$ cat config.mk
export PLATFORM = sky130hd
export DESIGN_NAME = rtd_ram
export DESIGN_NICKNAME = d
export VERILOG_FILES = /design/src/hdl/rtd_ram.sv
export SDC_FILE = /design/constraint.sdc
export NUM_CORES = 1
export LEC_CHECK = 0
export ABC_CLOCK_PERIOD_IN_PS = 5650
export BUFFER_PORTS_ARGS = -buffer_cell sky130_fd_sc_hd__buf_4
export CAP_MARGIN = 20
export CORE_MARGIN = 3
export CORE_UTILIZATION = 40
export CTS_BUF_LIST = sky130_fd_sc_hd__clkbuf_4 sky130_fd_sc_hd__clkbuf_8 sky130_fd_sc_hd__clkbuf_16
export CTS_CLUSTER_DIAMETER = 200
export DETAILED_ROUTE_END_ITERATION = 7
export SYNTH_ARGS = -nofsm -noshare
export SYNTH_HDL_FRONTEND = slang
export SYNTH_SLANG_ARGS = --single-unit
$ cat constraint.sdc
create_clock -name i_clk -period 5.65 [get_ports i_clk]
set_input_delay 1.13 -clock i_clk [delete_from_list [all_inputs] [get_ports i_clk]]
set_output_delay 1.13 -clock i_clk [all_outputs]
set_load 0.02 [all_outputs]
$ cat src/hdl/rtd_ram.sv
module rtd_ram #(
    parameter int WIDTH = 8,
    parameter int DEPTH = 64
) (
    input  logic                     i_clk,
    input  logic                     i_we,
    input  logic [$clog2(DEPTH)-1:0] i_wr_addr,
    input  logic [WIDTH-1:0]         i_wr_data,
    input  logic [$clog2(DEPTH)-1:0] i_rd_addr,
    output logic [WIDTH-1:0]         o_rd_data
);

    logic [WIDTH-1:0] mem [DEPTH];

    // Write port and registered read port
    always_ff @(posedge i_clk) begin
        if (i_we) begin
            mem[i_wr_addr] <= i_wr_data;
        end
        o_rd_data <= mem[i_rd_addr];
    end

endmodule

Word-level counts from Yosys, hierarchy flattened
Memories as Yosys holds them, arrays and structs flattened. A register that Yosys moved wholly into a read port is not among the register bits.
Index checks and enable logic that the tools add are counted.

word-level totals
  flip-flop bits (word level) = 0
  RAM bits = 512
  input bits = 22
  output and inout bits = 8
  logic and storage cells = 3
  memories = 1

memories
  memory  depth  width  read ports  clocked after Yosys merged registers in  write ports  RTL line  text
  mem     64     8      1           1                                        1            13        logic [WIDTH-1:0] mem [DEPTH];

cells by class
  mux-type cells = 2

operators with widths
  cell               count
  two-way mux 1 bit  2

Depth between registers and ports, before layout
  depth in word-level cells = 2
  mapped depth = 9
  gate-level depth less buffers = 5

Worst setup path after synthesis
OpenSTA, ideal clock, no wires.

  kind = input-to-reg
  start = input i_rd_addr[1]
  end = register o_rd_data[3] (read register of mem)
  setup time = 0.128 ns
  arrival time = 2.670 ns
  data required time = 5.522 ns
  setup slack = 2.852 ns
  stages on the path = 7
  buffers on the path = 3
  cells stage by stage = buf_4 buf_2 buf_2 mux4_2 mux4_2 o21ai_1 o41ai_1

RTL lines
  element          RTL line  text
  start, declared  9         input logic [$clog2(DEPTH)-1:0] i_rd_addr,
  end, declared    10        output logic [WIDTH-1:0] o_rd_data

==> out/results.ini <==
[floorplan]
rows=81
dieWidth_microns=231
dieArea_sq_um=53100
initial_utilization_pct=40.9
ioPinCount=30
die_h_microns=231
design.core.area_sq_um=49400

[power]
switchingPower_mw=1.63
total_leakage_power_nw=6.92
power_frac_seq_pct=54.3
pwr-share-clk_pct=40.7
combPwrFrac_pct=5.0
p_int_mw=6.26
p_per_area_nw_per_um2=350
swShare_pct=20.7
ir_worst_vdd_mv=0.222

[global_route]
gr-total-overflow=0
grt_antenna_before_repair=1
grt_pass1_vias=9719
grt_use_total_pct=17.3
grt_max_degree=65
grt_pass1_wl_microns=67100

[sta]
worst_pin_slew_ns=1.01
final-setup-viol-count=0
relSlewSlack_pct=32.6
finClkSkew_ns=0.00967
fmax_mhz=306
tns_ns=0
rsz0062_at_grt=false
post-route-period-util_pct=57.9
hold_viol=0
slew_violations=0
period_minus_slack_ns=3.27

[synthesis]
syn_area_sq_um=20200
synth_top_area_share_pct=76.2
synth.avg_cell_area_sq_um=21.5
synthTopCellsByArea=edfxtp_1 (76%), mux4_2 (14%), nor2_1 (1.5%), mux2i_1 (1.1%), dfxtp_1 (0.79%)
ys_types=40
async_flop_share_pct=0
netlist_instances=940
seq_area_frac_synth_pct=77.0
synth_ff_type=edfxtp_1
yosysTopAreaCell=edfxtp_1
synthesis.nets=962
synth_most_common_cell=edfxtp_1
ys_ff_latch=520
yosys_warnings=0
synth-edff-count=512
yosys-top-cells-count=edfxtp_1 (512), mux4_2 (126), nor2_1 (83)

[run]
cap_violations=0

[clocking]
cts_tree=yes
cts_buffers=51
cts_hold_buffers=0
htreeDepth=2
cts.sinks=520
postCtsSetupRepairBufs=0
clockBufferDepth=3
clock-root-buffer=clkbuf_16
clk_latency_ns=0.58
path_clk_slew_ns=0.06
ctsResizeCount=0

[place]
portBuffers=29
dp.cells=1590
place_congestion=0.794
dp_hpwl_microns=26200

[worst_setup_path]
cp-start-kind=input pin
cp_max_fo=64
cp-end-kind=flop
worstPathArrival_ns=3.72
worstSetupPathType=input pin to flop
worstSetupStartpoint=i_rd_addr[0]
required_ns=6.10
r2r_start=mem[28][6]$_DFFE_PP_

[route]
wl_met3_microns=2640
firstDrtPassIters=5
vias_per_cell=5.62
drc_errors=0
top_layer_used=met4
avgRoutedWirePerCell_microns=26.9
drt-met1-wl_microns=19300
drt_iter0_drc=987
drtAntennaViolNets=0
routed_wl_microns=45200
vias=9428
met2_length_microns=21900

[finish]
layout-drive-gt1-share_pct=25.0
instances_no_fill=1679
nets=1001
area_growth_pct=11.9
fillerInstances=4098

[min_path]
hp-class=flop to flop
hold_start=mem[26][6]$_DFFE_PP_

[outcome]
status=finished clean

[logic make-up (layout without fill, tap and decap cells)]
| kind of cell | after synthesis | after routing | share of synthesized area [%] |
|---|---|---|---|
| simple gates | 153 | 153 | 3.39 |
| buf+inv | 51 | 125 | 1.57 |
| other cells | 0 | 1 | 0 |
| compound gates | 54 | 54 | 2.07 |
| flops | 520 | 520 | 77.0 |
| mux | 162 | 162 | 15.9 |
[layout by cell type, fill, tap and decap left out, types with 3 or more instances in the layout]
master,n
edfxtp_1,512
mux4_2,126
nor2_1,83
clkbuf_16,53
buf_4,33
mux2i_1,23
nand2_1,19
nor2b_1,14
mux2_2,13
nand3_1,13
clkinv_1,13
clkbuf_4,11
o221ai_1,8
o22ai_1,8
dfxtp_1,8
nand2b_1,7
nor3_1,7
a221oi_1,6
clkinv_2,6
a211oi_1,4
nand3b_1,3
a21oi_1,3
a22oi_1,3
o2111ai_1,3
o2bb2ai_1,3
clkinvlp_4,3
buf_12,3
[through the flow]
| step | area [sq um] | setup slack [ns] | power [mW] | util [%] | hold slack (ns) |
|---|---|---|---|---|---|
| 5_1_grt | 22600 | 2.18 | 8.13 | 45.7 | 0.895 |
| 4_1_cts | 22600 | 2.30 | 7.97 | 45.7 | 0.851 |
| 2_1_floorplan | 20200 | 2.85 | 4.59 | - | 0.718 |
| 3_5_place_dp | 21000 | 1.69 | 4.77 | 42.6 | 0.835 |
| 3_3_place_gp | 21000 | 1.67 | 4.77 | 42.6 | 0.815 |
| 6_report | 22600 | 2.38 | 7.89 | 45.7 | 0.854 |
[worst paths after layout]
check	end	slack, ns	depth (start not counted)
worst max register to register	o_rd_data[6]$_DFF_P_	3.47	5
worst min register to register	o_rd_data[6]$_DFF_P_	0.85	3
worst max-delay path	o_rd_data[4]$_DFF_P_	2.38	7
worst min-delay path	o_rd_data[6]$_DFF_P_	0.85	3
[flip-flops by register name, indices dropped and copies added (netlist names)]
name / cells
mem: 512
o_rd_data: 8
[layout make-up]
cell class | count | area, sq um | area share, %
Tap cell | 664 | 831 | 3.68
Clock inverter | 24 | 161 | 0.715
Antenna cell | 1 | 2.50 | 0.0111
Sequential cell | 520 | 15500 | 68.8
Multi-Input combinational cell | 369 | 4320 | 19.1
Clock buffer | 64 | 1410 | 6.24
Timing Repair Buffer | 37 | 322 | 1.42
[power by group through the flow]
| stage | Clock, mW | Combinational, mW | Sequential, mW |
|---|---|---|---|
| detailed placement | 0 | 0.403 | 4.37 |
| global placement | 0 | 0.398 | 4.37 |
| CTS | 3.28 | 0.404 | 4.29 |
| finish | 3.21 | 0.396 | 4.29 |
| global route | 3.42 | 0.426 | 4.29 |
| floorplan | 0 | 0.228 | 4.37 |
[worst max-delay path, cell delays in order]
cell	delay, ns
clkbuf_8	0.63
buf_12	0.37
mux4_2	0.53
mux2_2	0.28
o221a_2	0.26
nor3_1	0.25
o32ai_1	0.13
[metal layers]
layer | up-vias | GRT usage [%]
li1 | 4008 | -
met1 | 5060 | 23.8
met2 | 281 | 27.4
met3 | 79 | 3.81
met4 | 0 | 5.88
met5 | - | 0
Note: power is estimated with default switching activity, not from simulation.
